$ cat config.mk
export PLATFORM = sky130hd
export DESIGN_NAME = key_polynomial_hash_core_flat
export DESIGN_NICKNAME = d
export VERILOG_FILES = /design/src/rtl/khash_pkg.sv /design/src/rtl/khash_req_if.sv /design/src/rtl/khash_rsp_if.sv /design/src/rtl/khash_reducer.sv /design/src/rtl/khash_dpath.sv /design/src/rtl/khash_ctrl.sv /design/src/rtl/key_polynomial_hash_core.sv /design/src/flat_wrapper.sv
export SDC_FILE = /design/constraint.sdc
export NUM_CORES = 2
export LEC_CHECK = 0
export BUFFER_PORTS_ARGS = -buffer_cell sky130_fd_sc_hd__buf_2
export CORE_MARGIN = 5
export CORE_UTILIZATION = 55
export CTS_BUF_LIST = sky130_fd_sc_hd__clkbuf_8 sky130_fd_sc_hd__clkbuf_16
export DETAILED_ROUTE_END_ITERATION = 7
export PLACE_DENSITY = 0.79
export RECOVER_POWER = 100
export SYNTH_ARGS = -nofsm -noshare
export SYNTH_HDL_FRONTEND = slang
export SYNTH_SLANG_ARGS = --single-unit
$ cat constraint.sdc
create_clock -name clock -period 8 [get_ports clock]
set_input_delay 1.2 -clock clock [delete_from_list [all_inputs] [get_ports clock]]
set_output_delay 1.2 -clock clock [all_outputs]
set_load 0.05 [all_outputs]
$ cat src/rtl/khash_pkg.sv
package khash_pkg;

   localparam int unsigned WORD_W    = 32;
   localparam int unsigned CFG_W     = 30;
   localparam int unsigned KIND_W    = 2;
   localparam int unsigned CHAR_W    = 8;
   localparam int unsigned SUM_W     = 31;
   localparam int unsigned TERM_W    = 38;
   localparam int unsigned ACC_W     = 40;
   localparam int unsigned PROD_W    = 60;
   localparam int unsigned STEP_W    = 6;
   localparam int unsigned CSR_IDX_W = 1;

   localparam logic [KIND_W-1:0] KIND_SCALAR = 2'd0;
   localparam logic [KIND_W-1:0] KIND_CHAR   = 2'd1;

   localparam logic [CSR_IDX_W-1:0] CSR_BASE    = 1'b0;
   localparam logic [CSR_IDX_W-1:0] CSR_MODULUS = 1'b1;

   localparam logic [CFG_W-1:0] BASE_RESET    = 30'd31;
   localparam logic [CFG_W-1:0] MODULUS_RESET = 30'd1000000009;

   localparam logic [CHAR_W+1:0] CHAR_OFFSET = 10'd96;

   localparam logic [STEP_W-1:0] SUM_STEPS = 6'd40;
   localparam logic [STEP_W-1:0] POW_STEPS = 6'd60;

   typedef enum logic [3:0] {
      ST_IDLE,
      ST_TERM_MUL,
      ST_TERM_ADD,
      ST_SUM_START,
      ST_SUM_RED,
      ST_POW_MUL,
      ST_POW_START,
      ST_POW_RED,
      ST_EMIT
   } khash_state_type;

   typedef struct packed {
      logic load_item;
      logic term_mul;
      logic term_add;
      logic sum_start;
      logic sum_write;
      logic pow_mul;
      logic pow_start;
      logic pow_write;
      logic emit;
   } khash_cmd_type;

   typedef struct packed {
      logic is_last;
      logic red_busy;
      logic out_free;
   } khash_status_type;

endpackage

$ cat src/rtl/khash_req_if.sv
interface khash_req_if
   import khash_pkg::*;
   ();
   logic              valid;
   logic              ready;
   logic [KIND_W-1:0] key_kind;
   logic [WORD_W-1:0] key_value;
   logic              last;

   modport source (output valid, output key_kind, output key_value, output last,
                   input ready);
   modport sink   (input valid, input key_kind, input key_value, input last,
                   output ready);
endinterface

$ cat src/rtl/khash_rsp_if.sv
interface khash_rsp_if
   import khash_pkg::*;
   ();
   logic              valid;
   logic              ready;
   logic [WORD_W-1:0] hash_word;
   logic              unhashable;

   modport source (output valid, output hash_word, output unhashable, input ready);
   modport sink   (input valid, input hash_word, input unhashable, output ready);
endinterface

$ cat src/rtl/khash_reducer.sv
module khash_reducer
   import khash_pkg::*;
   (
   input  logic              clock,
   input  logic              reset,
   input  logic              start,
   input  logic [PROD_W-1:0] dividend,
   input  logic [STEP_W-1:0] steps,
   input  logic [CFG_W-1:0]  modulus,
   output logic              busy,
   output logic [CFG_W-1:0]  remainder
   );

   logic [STEP_W-1:0] count_ff, count_in;
   logic [PROD_W-1:0] shift_ff, shift_in;
   logic [CFG_W-1:0]  rem_ff, rem_in;
   logic [CFG_W:0]    trial;
   logic [CFG_W:0]    trial_sub;

   // restoring step: bring in the next dividend bit, subtract when it fits
   assign trial     = {rem_ff, shift_ff[PROD_W-1]};
   assign trial_sub = trial - {1'b0, modulus};

   always_comb begin
      count_in = count_ff;
      shift_in = shift_ff;
      rem_in   = rem_ff;
      if (start) begin
         count_in = steps;
         shift_in = dividend;
         rem_in   = '0;
      end else if (count_ff != '0) begin
         count_in = count_ff - 1'b1;
         shift_in = {shift_ff[PROD_W-2:0], 1'b0};
         rem_in   = (trial >= {1'b0, modulus}) ? trial_sub[CFG_W-1:0] : trial[CFG_W-1:0];
      end
   end

   always_ff @(posedge clock) begin
      if (reset) begin
         count_ff <= '0;
      end else begin
         count_ff <= count_in;
      end
      shift_ff <= shift_in;
      rem_ff   <= rem_in;
   end

   assign busy      = (count_ff != '0);
   assign remainder = rem_ff;

endmodule

$ cat src/rtl/khash_dpath.sv
module khash_dpath
   import khash_pkg::*;
   (
   input  logic                 clock,
   input  logic                 reset,
   input  khash_cmd_type        cmd,
   output khash_status_type     status,
   input  logic                 csr_we,
   input  logic [CSR_IDX_W-1:0] csr_index,
   input  logic [CFG_W-1:0]     csr_wdata,
   input  logic [KIND_W-1:0]    key_kind,
   input  logic [WORD_W-1:0]    key_value,
   input  logic                 key_last,
   input  logic                 rsp_ready,
   output logic                 rsp_valid,
   output logic [WORD_W-1:0]    rsp_hash_word,
   output logic                 rsp_unhashable
   );

   logic [CFG_W-1:0]  base_ff, base_in;
   logic [CFG_W-1:0]  modulus_ff, modulus_in;
   logic [KIND_W-1:0] kind_ff, kind_in;
   logic [WORD_W-1:0] value_ff, value_in;
   logic              last_ff, last_in;
   logic              neg_ff, neg_in;
   logic [CHAR_W-1:0] mag_ff, mag_in;
   logic [SUM_W-1:0]  sum_ff, sum_in;
   logic [CFG_W-1:0]  power_ff, power_in;
   logic [PROD_W-1:0] prod_ff, prod_in;
   logic [ACC_W-1:0]  acc_ff, acc_in;
   logic              rsp_valid_ff, rsp_valid_in;
   logic [WORD_W-1:0] hash_ff, hash_in;
   logic              unh_ff, unh_in;

   logic [CHAR_W+1:0] char_term;
   logic [CHAR_W+1:0] char_mag;
   logic [CFG_W-1:0]  mul_b;
   logic [PROD_W-1:0] product;
   logic [ACC_W-1:0]  sum_wide;
   logic [ACC_W-1:0]  prod_wide;
   logic [ACC_W-1:0]  acc_mag;
   logic [CFG_W-1:0]  modulus_eff;
   logic              red_start;
   logic [PROD_W-1:0] red_dividend;
   logic [STEP_W-1:0] red_steps;
   logic              red_busy;
   logic [CFG_W-1:0]  red_rem;
   logic [SUM_W-1:0]  rem_wide;
   logic              out_free;

   // signed character minus offset, kept as sign and magnitude
   assign char_term = {{2{key_value[CHAR_W-1]}}, key_value[CHAR_W-1:0]} - CHAR_OFFSET;
   assign char_mag  = char_term[CHAR_W+1] ? (~char_term + 1'b1) : char_term;

   // one shared multiplier for the term and the power update
   assign mul_b   = cmd.term_mul ? CFG_W'(mag_ff) : base_ff;
   assign product = PROD_W'(power_ff) * PROD_W'(mul_b);

   assign sum_wide  = {{(ACC_W-SUM_W){sum_ff[SUM_W-1]}}, sum_ff};
   assign prod_wide = ACC_W'(prod_ff[TERM_W-1:0]);
   assign acc_mag   = acc_ff[ACC_W-1] ? (~acc_ff + 1'b1) : acc_ff;

   assign modulus_eff = (modulus_ff == '0) ? CFG_W'(1) : modulus_ff;

   assign red_start    = cmd.sum_start | cmd.pow_start;
   assign red_dividend = cmd.sum_start ? {acc_mag, {(PROD_W-ACC_W){1'b0}}} : prod_ff;
   assign red_steps    = cmd.sum_start ? SUM_STEPS : POW_STEPS;

   assign rem_wide = {1'b0, red_rem};
   assign out_free = ~rsp_valid_ff | rsp_ready;

   khash_reducer u_reducer (
      .clock     (clock),
      .reset     (reset),
      .start     (red_start),
      .dividend  (red_dividend),
      .steps     (red_steps),
      .modulus   (modulus_eff),
      .busy      (red_busy),
      .remainder (red_rem)
   );

   always_comb begin
      base_in      = base_ff;
      modulus_in   = modulus_ff;
      kind_in      = kind_ff;
      value_in     = value_ff;
      last_in      = last_ff;
      neg_in       = neg_ff;
      mag_in       = mag_ff;
      sum_in       = sum_ff;
      power_in     = power_ff;
      prod_in      = prod_ff;
      acc_in       = acc_ff;
      rsp_valid_in = rsp_valid_ff;
      hash_in      = hash_ff;
      unh_in       = unh_ff;

      if (csr_we) begin
         case (csr_index)
            CSR_BASE:    base_in    = csr_wdata;
            CSR_MODULUS: modulus_in = csr_wdata;
            default:     ;
         endcase
      end

      if (cmd.load_item) begin
         kind_in  = key_kind;
         value_in = key_value;
         last_in  = key_last;
         neg_in   = char_term[CHAR_W+1];
         mag_in   = char_mag[CHAR_W-1:0];
         // any other kind drops a partial string
         if (key_kind != KIND_CHAR) begin
            sum_in   = '0;
            power_in = CFG_W'(1);
         end
      end

      if (cmd.term_mul || cmd.pow_mul) begin
         prod_in = product;
      end

      if (cmd.term_add) begin
         acc_in = sum_wide + (neg_ff ? (~prod_wide + 1'b1) : prod_wide);
      end

      if (cmd.sum_write) begin
         sum_in = acc_ff[ACC_W-1] ? (~rem_wide + 1'b1) : rem_wide;
      end

      if (cmd.pow_write) begin
         power_in = red_rem;
      end

      if (rsp_ready) begin
         rsp_valid_in = 1'b0;
      end

      if (cmd.emit) begin
         rsp_valid_in = 1'b1;
         if (kind_ff == KIND_SCALAR) begin
            hash_in = value_ff;
            unh_in  = 1'b0;
         end else if (kind_ff == KIND_CHAR) begin
            hash_in  = {sum_ff[SUM_W-1], sum_ff};
            unh_in   = 1'b0;
            sum_in   = '0;
            power_in = CFG_W'(1);
         end else begin
            hash_in = '0;
            unh_in  = 1'b1;
         end
      end
   end

   always_ff @(posedge clock) begin
      if (reset) begin
         base_ff      <= BASE_RESET;
         modulus_ff   <= MODULUS_RESET;
         sum_ff       <= '0;
         power_ff     <= CFG_W'(1);
         rsp_valid_ff <= 1'b0;
      end else begin
         base_ff      <= base_in;
         modulus_ff   <= modulus_in;
         sum_ff       <= sum_in;
         power_ff     <= power_in;
         rsp_valid_ff <= rsp_valid_in;
      end
      kind_ff  <= kind_in;
      value_ff <= value_in;
      last_ff  <= last_in;
      neg_ff   <= neg_in;
      mag_ff   <= mag_in;
      prod_ff  <= prod_in;
      acc_ff   <= acc_in;
      hash_ff  <= hash_in;
      unh_ff   <= unh_in;
   end

   assign status.is_last  = last_ff;
   assign status.red_busy = red_busy;
   assign status.out_free = out_free;

   assign rsp_valid      = rsp_valid_ff;
   assign rsp_hash_word  = hash_ff;
   assign rsp_unhashable = unh_ff;

endmodule

$ cat src/rtl/khash_ctrl.sv
module khash_ctrl
   import khash_pkg::*;
   (
   input  logic              clock,
   input  logic              reset,
   input  logic              req_valid,
   input  logic [KIND_W-1:0] req_kind,
   output logic              req_ready,
   input  khash_status_type  status,
   output khash_cmd_type     cmd
   );

   khash_state_type state_ff, state_in;

   always_comb begin
      state_in = state_ff;
      case (state_ff)
         ST_IDLE: begin
            if (req_valid) begin
               state_in = (req_kind == KIND_CHAR) ? ST_TERM_MUL : ST_EMIT;
            end
         end
         ST_TERM_MUL:  state_in = ST_TERM_ADD;
         ST_TERM_ADD:  state_in = ST_SUM_START;
         ST_SUM_START: state_in = ST_SUM_RED;
         ST_SUM_RED: begin
            if (!status.red_busy) begin
               state_in = ST_POW_MUL;
            end
         end
         ST_POW_MUL:   state_in = ST_POW_START;
         ST_POW_START: state_in = ST_POW_RED;
         ST_POW_RED: begin
            if (!status.red_busy) begin
               state_in = status.is_last ? ST_EMIT : ST_IDLE;
            end
         end
         ST_EMIT: begin
            if (status.out_free) begin
               state_in = ST_IDLE;
            end
         end
         default: state_in = ST_IDLE;
      endcase
   end

   always_comb begin
      cmd       = '0;
      req_ready = 1'b0;
      case (state_ff)
         ST_IDLE: begin
            req_ready     = 1'b1;
            cmd.load_item = req_valid;
         end
         ST_TERM_MUL:  cmd.term_mul  = 1'b1;
         ST_TERM_ADD:  cmd.term_add  = 1'b1;
         ST_SUM_START: cmd.sum_start = 1'b1;
         ST_SUM_RED:   cmd.sum_write = ~status.red_busy;
         ST_POW_MUL:   cmd.pow_mul   = 1'b1;
         ST_POW_START: cmd.pow_start = 1'b1;
         ST_POW_RED:   cmd.pow_write = ~status.red_busy;
         ST_EMIT:      cmd.emit      = status.out_free;
         default:      cmd           = '0;
      endcase
   end

   always_ff @(posedge clock) begin
      if (reset) begin
         state_ff <= ST_IDLE;
      end else begin
         state_ff <= state_in;
      end
   end

endmodule

$ cat src/rtl/key_polynomial_hash_core.sv
// channel   dir  transaction                          payload
// req_bus   in   one scalar word, char or container   key_kind, key_value, last
// rsp_bus   out  one hash per finished key            hash_word, unhashable
// csr_*     in   register write, no handshake         csr_index, csr_wdata
//
// scalar and container keys: idle, then emit, which waits for a free output
// string characters: sum and power each reduced by the shared restoring reducer
//   (one remainder bit per cycle, 40 steps for the sum, 60 for the power)
// last character goes on to the emit state to load the result register
// reset clears the controller, the registers to 31 and 1000000009, the key state
// a stalled result holds in its register while the next item is taken
module key_polynomial_hash_core
   import khash_pkg::*;
   (
   input  logic                 clock,
   input  logic                 reset,
   khash_req_if.sink            req_bus,
   khash_rsp_if.source          rsp_bus,
   input  logic                 csr_we,
   input  logic [CSR_IDX_W-1:0] csr_index,
   input  logic [CFG_W-1:0]     csr_wdata
   );

   // command and status between sequencer and datapath
   khash_cmd_type    cmd;
   khash_status_type status;

   // sequencer: accepts one item at a time and steps the multiply and reduce
   khash_ctrl u_ctrl (
      .clock     (clock),
      .reset     (reset),
      .req_valid (req_bus.valid),
      .req_kind  (req_bus.key_kind),
      .req_ready (req_bus.ready),
      .status    (status),
      .cmd       (cmd)
   );

   // datapath: key state, shared multiplier, reducer, result register
   khash_dpath u_dpath (
      .clock          (clock),
      .reset          (reset),
      .cmd            (cmd),
      .status         (status),
      .csr_we         (csr_we),
      .csr_index      (csr_index),
      .csr_wdata      (csr_wdata),
      .key_kind       (req_bus.key_kind),
      .key_value      (req_bus.key_value),
      .key_last       (req_bus.last),
      .rsp_ready      (rsp_bus.ready),
      .rsp_valid      (rsp_bus.valid),
      .rsp_hash_word  (rsp_bus.hash_word),
      .rsp_unhashable (rsp_bus.unhashable)
   );

endmodule

$ cat src/flat_wrapper.sv
// flat-port wrapper written by rule: the top's interface ports become plain ports
module key_polynomial_hash_core_flat import khash_pkg::*;
  (clock, reset, csr_we, csr_index, csr_wdata, req_bus_valid, req_bus_key_kind, req_bus_key_value, req_bus_last, req_bus_ready, rsp_bus_valid, rsp_bus_hash_word, rsp_bus_unhashable, rsp_bus_ready);
  khash_req_if req_bus_i ();
  khash_rsp_if rsp_bus_i ();
  input  logic clock;
  input  logic reset;
  input  logic csr_we;
  input  logic [CSR_IDX_W-1:0] csr_index;
  input  logic [CFG_W-1:0] csr_wdata;
  input wire logic [$bits(req_bus_i.valid)-1:0] req_bus_valid;
  input wire logic [$bits(req_bus_i.key_kind)-1:0] req_bus_key_kind;
  input wire logic [$bits(req_bus_i.key_value)-1:0] req_bus_key_value;
  input wire logic [$bits(req_bus_i.last)-1:0] req_bus_last;
  output wire logic [$bits(req_bus_i.ready)-1:0] req_bus_ready;
  output wire logic [$bits(rsp_bus_i.valid)-1:0] rsp_bus_valid;
  output wire logic [$bits(rsp_bus_i.hash_word)-1:0] rsp_bus_hash_word;
  output wire logic [$bits(rsp_bus_i.unhashable)-1:0] rsp_bus_unhashable;
  input wire logic [$bits(rsp_bus_i.ready)-1:0] rsp_bus_ready;
  assign req_bus_i.valid = req_bus_valid;
  assign req_bus_i.key_kind = req_bus_key_kind;
  assign req_bus_i.key_value = req_bus_key_value;
  assign req_bus_i.last = req_bus_last;
  assign req_bus_ready = req_bus_i.ready;
  assign rsp_bus_valid = rsp_bus_i.valid;
  assign rsp_bus_hash_word = rsp_bus_i.hash_word;
  assign rsp_bus_unhashable = rsp_bus_i.unhashable;
  assign rsp_bus_i.ready = rsp_bus_ready;
  key_polynomial_hash_core u_core (.clock(clock), .reset(reset), .req_bus(req_bus_i), .rsp_bus(rsp_bus_i), .csr_we(csr_we), .csr_index(csr_index), .csr_wdata(csr_wdata));
endmodule
==> summary.txt <==
Floorplanning
  – Die Span X: approximately 310 um
  – Area of the placeable core: 91500 um^2
  – Initial core utilization: 55.3%
  – Number of rows in the core area: approximately 110
  – I/O pin count: about 110
  – Die Ht: roughly 310 um
  – Die Outline Area: 98300 um^2

Worst hold path
  – Worst hold path type: flop to flop
  – Worst hold endpoint: u_core.u_dpath.base_ff[27]
  – Min-Delay Startpoint: u_core.u_dpath.base_ff[27]
  – Depth of the worst hold-timing path: 2

Clock network
  – Hold buffer count at cts: 0
  – TritonCTS buffer count: 43
  – Clk sinks: 398
  – CTS tree: yes
  – Clock slew at the register clock pins of the worst setup and hold paths: 0.06 ns
  – Number of buffers on the longest clock path: 3
  – Clk_lat worst skew: 0.59 ns
  – Number of H-tree levels: 2
  – CTS root buf: clkbuf_16

Setup path
  – Minimum setup slack among reg-to-reg paths: 0.03 ns
  – Crit start category: flop
  – CP Data Arrival Time: approximately 8.3 ns
  – Reg2reg path depth: 31
  – RR Endpoint: u_core.u_dpath.prod_ff[57]
  – Crit-path most repeated cell: fa_1
  – Startpoint-to-endpoint class of the critical path: flop to flop
  – Nature of the critical path endpoint: flop
  – Slowest cell on crit path: fa_1
  – R2R Path Start: u_core.u_ctrl.state_ff[3]
  – Crit path required time: 8.33 ns
  – Crit path max fanout: 15
  – Peak per-stage delay on the critical path: roughly 0.54 ns

Logic synthesis
  – Total nets after synthesis: 6679
  – Commonest register cell after synthesis: edfxtp_1
  – Async set-or-reset flop fraction in the synthesized netlist: 0%
  – Synth top area share: 30.9%
  – Sequential cell area fraction in the yosys report: 20.4%
  – Number of synthesized flops with an enable pin: approximately 240
  – Most frequent cell after synthesis: inv_1
  – Simple-Gate Fraction of Synth Area: 17.0%
  – Synthesized-area fraction occupied by ao, oa, aoi and oai cells: 9.83%
  – Mux contribution to synthesized area: 1.09%
  – Cell area after synthesis: 50600 um^2
  – Most area-consuming cells after synthesis: fa_1, edfxtp_1, ha_1
  – Adder-cell share of the synthesized area: approximately 39%
  – Commonest cells in the synthesized netlist: inv_1, fa_1, nand2_1, and2_1, ha_1
  – #FFs+latches synth: 398
  – Distinct cell type count after synthesis: 74
  – Synth warn: 0
  – Cell taking the most area after synthesis: fa_1
  – Mapped Avg Cell Area: 9.21 um^2
  – Main combinational cell family by area after synthesis: adder cells
  – Post-Syn Instances: 5502
  – Xor/xnor cell area share of the yosys netlist: roughly 3.8%

Timing
  – Count of final setup violators: 0
  – Actual slew at the worst max-slew pin: 3.39 ns
  – Worst hold margin: 0.455 ns
  – Final hold vios: 0
  – Final Max Slew Viols: 634
  – RSZ-0062 raised after global routing: true
  – Min cycle time layout: between 7 and 8 ns
  – Setup TNS: 0 ns
  – Largest clock skew in the final design: around 0.033 ns
  – Maximum operating frequency: 125 MHz
  – Final Cycle Share: 99.6%
  – Headroom to the max-slew limit: -127%

Global route
  – Grt ovf: 0
  – Met3 routing resource usage after global routing: 5.33%
  – Via count of the first global-routing pass: 41300
  – Number of antenna violations at the first check in global routing: 2
  – Global-route layer with the greatest usage: met2
  – Pin count of the biggest net entering global routing: 73
  – First-pass GRT wire length: 227000 um
  – Met1 Resource Use GR: about 41%
  – All-Layer GR Usage: between 20% and 30%
  – Met2 Use GR: 45.5%

Pwr
  – Static Leak: approximately 26 nW
  – Max rail drop VDD: 0.000275 V
  – Power Dens Cells: between 100 and 150 nW/um^2

Route
  – Via Count: 40000
  – Final routed wire length divided by cell count: 20.8 um
  – Number of DRC violations after detailed routing: 2
  – Remaining antenna violation count: 0
  – Post-detailed-routing wire length: 142000 um
  – Initial detailed-routing violation count: 3773
  – Number of iterations in the first detailed-routing pass: 8
  – Avg Vias per Cell: 5.86

Placed design
  – Area after detailed placement: 53800 um^2
  – Gpl congestion: 0.979
  – DPL Wire Length: 114000 um
  – Number of input and output port buffers inserted: 105

Final layout
  – Growth of design area from synthesis to finish: 9.39%
  – Number of nets in the layout: slightly below 7000
  – Ratio of cells with drive above 1 in the final layout: 8.88%
  – Number of antenna cells inserted: 0
  – Final cell area excluding filler cells: approximately 55000 um^2

Outcome
  – Status: finished with violations
  – Failing checks: design-rule violations, max-capacitance violations, max-slew violations

Flow run
  – Max-cap violations: 13
[critical path, delay by kind of cell, from the launching register on]
kind,cells,cell delay (ns)
compound gates,8,1.67
buf+inv,9,0.87
fa+ha+maj,9,4.24
simple gates,5,0.61
flops,1,0.31
[sequential cells by signal, indices dropped and copies added, names as in the netlist, 2 cells and up]
register and cells:
u_core.u_dpath.prod_ff 60, u_core.u_dpath.u_reducer.shift_ff 60, u_core.u_dpath.acc_ff 40, u_core.u_dpath.rsp_hash_word 32
u_core.u_dpath.value_ff 32, u_core.u_dpath.sum_ff 31, u_core.u_dpath.base_ff 30, u_core.u_dpath.modulus_ff 30
u_core.u_dpath.power_ff 30, u_core.u_dpath.u_reducer.remainder 30, u_core.u_dpath.mag_ff 7, u_core.u_dpath.u_reducer.count_ff 6
u_core.u_ctrl.state_ff 4, u_core.u_dpath.kind_ff 2
[through the flow]
stage,power [mW],instances,utilization (%),setup WS [ns]
floorplan,4.88,5502,-,0.0444
global placement,5.62,6739,58.7,-0.287
detailed placement,5.67,6739,58.7,-0.473
CTS,7.67,6822,60.4,0.0107
global route,8.13,6830,60.5,-0.222
finish,7.75,6830,60.5,0.0293
[worst max-delay path by stage]
stage	start	end	slack (ns)	cells after the start
floorplan	u_core.u_ctrl.state_ff[1]	u_core.u_dpath.prod_ff[49]	0.04	29
global placement	u_core.u_ctrl.state_ff[3]	u_core.u_dpath.prod_ff[53]	-0.29	29
detailed placement	u_core.u_ctrl.state_ff[3]	u_core.u_dpath.prod_ff[57]	-0.47	28
CTS	u_core.u_ctrl.state_ff[3]	u_core.u_dpath.prod_ff[47]	0.01	31
global route	u_core.u_ctrl.state_ff[3]	u_core.u_dpath.prod_ff[59]	-0.22	27
finish	u_core.u_ctrl.state_ff[3]	u_core.u_dpath.prod_ff[57]	0.03	31
[area by class of cell]
class	count	area, um^2
flip-flops and latches	398	10300
clock inverters	34	272
well taps	1186	1480
inverters	873	3280
fillers	7448	36100
multi-input cells	3900	36100
repair buffers	394	2780
clock buffers	45	1110
[repair_timing]
| item | 4_1_cts | 5_1_grt |
|---|---|---|
| gates cloned | 1 | 3 |
| setup buffers | 3 | 5 |
| setup endpoints to repair | 25 | 31 |
| gates resized for setup | 37 | 43 |
| pin swaps | 5 | 6 |
[logic make-up after synthesis]
group,Yosys count
simple gates,1722
buf+inv,1208
fa+ha+maj,1106
compound gates,793
flops,398
xor+xnor,221
mux,54
[layout by cell type (no fill, tap or decap), types with 23 or more instances in the layout]
| cell type | synthesis | layout |
|---|---|---|
| fa_1 | 782 | 780 |
| o31ai_1 | 33 | 29 |
| xor2_1 | 79 | 79 |
| and2_1 | 530 | 527 |
| clkbuf_16 | 0 | 44 |
| a211oi_1 | 25 | 23 |
| nand4_1 | 28 | 28 |
| nor2_1 | 162 | 161 |
| xnor2_1 | 142 | 142 |
| inv_1 | 873 | 882 |
| a21oi_1 | 265 | 257 |
| a31oi_1 | 29 | 28 |
| dfxtp_1 | 162 | 161 |
| a22oi_1 | 32 | 32 |
| clkbuf_1 | 322 | 55 |
| buf_4 | 0 | 258 |
| mux2i_1 | 45 | 45 |
| nand2_1 | 685 | 684 |
| a22o_1 | 25 | 25 |
| nand3_1 | 92 | 92 |
| nand2b_1 | 26 | 24 |
| o21ai_0 | 171 | 157 |
| a21o_1 | 83 | 83 |
| edfxtp_1 | 236 | 236 |
| buf_2 | 3 | 62 |
| nor3_1 | 39 | 35 |
| ha_1 | 324 | 322 |
[report_power, final]
| part | switching [mW] | internal, mW |
|---|---|---|
| Clock | 0.874 | 1.12 |
| Sequential | 0.415 | 2.72 |
| Combinational | 1.61 | 1.01 |
| Total | 2.90 | 4.85 |
[layer usage]
metal  vias to the layer above  wire, um  share of wire, %
met4                         0      5360               3.8
met3                       357     14000               9.8
met1                     20000     58300                41
met2                      1984     64400                45
met5                         -         0                 0
li1                      17700         -                 -
No activity file was read; power rests on OpenSTA's default activity.
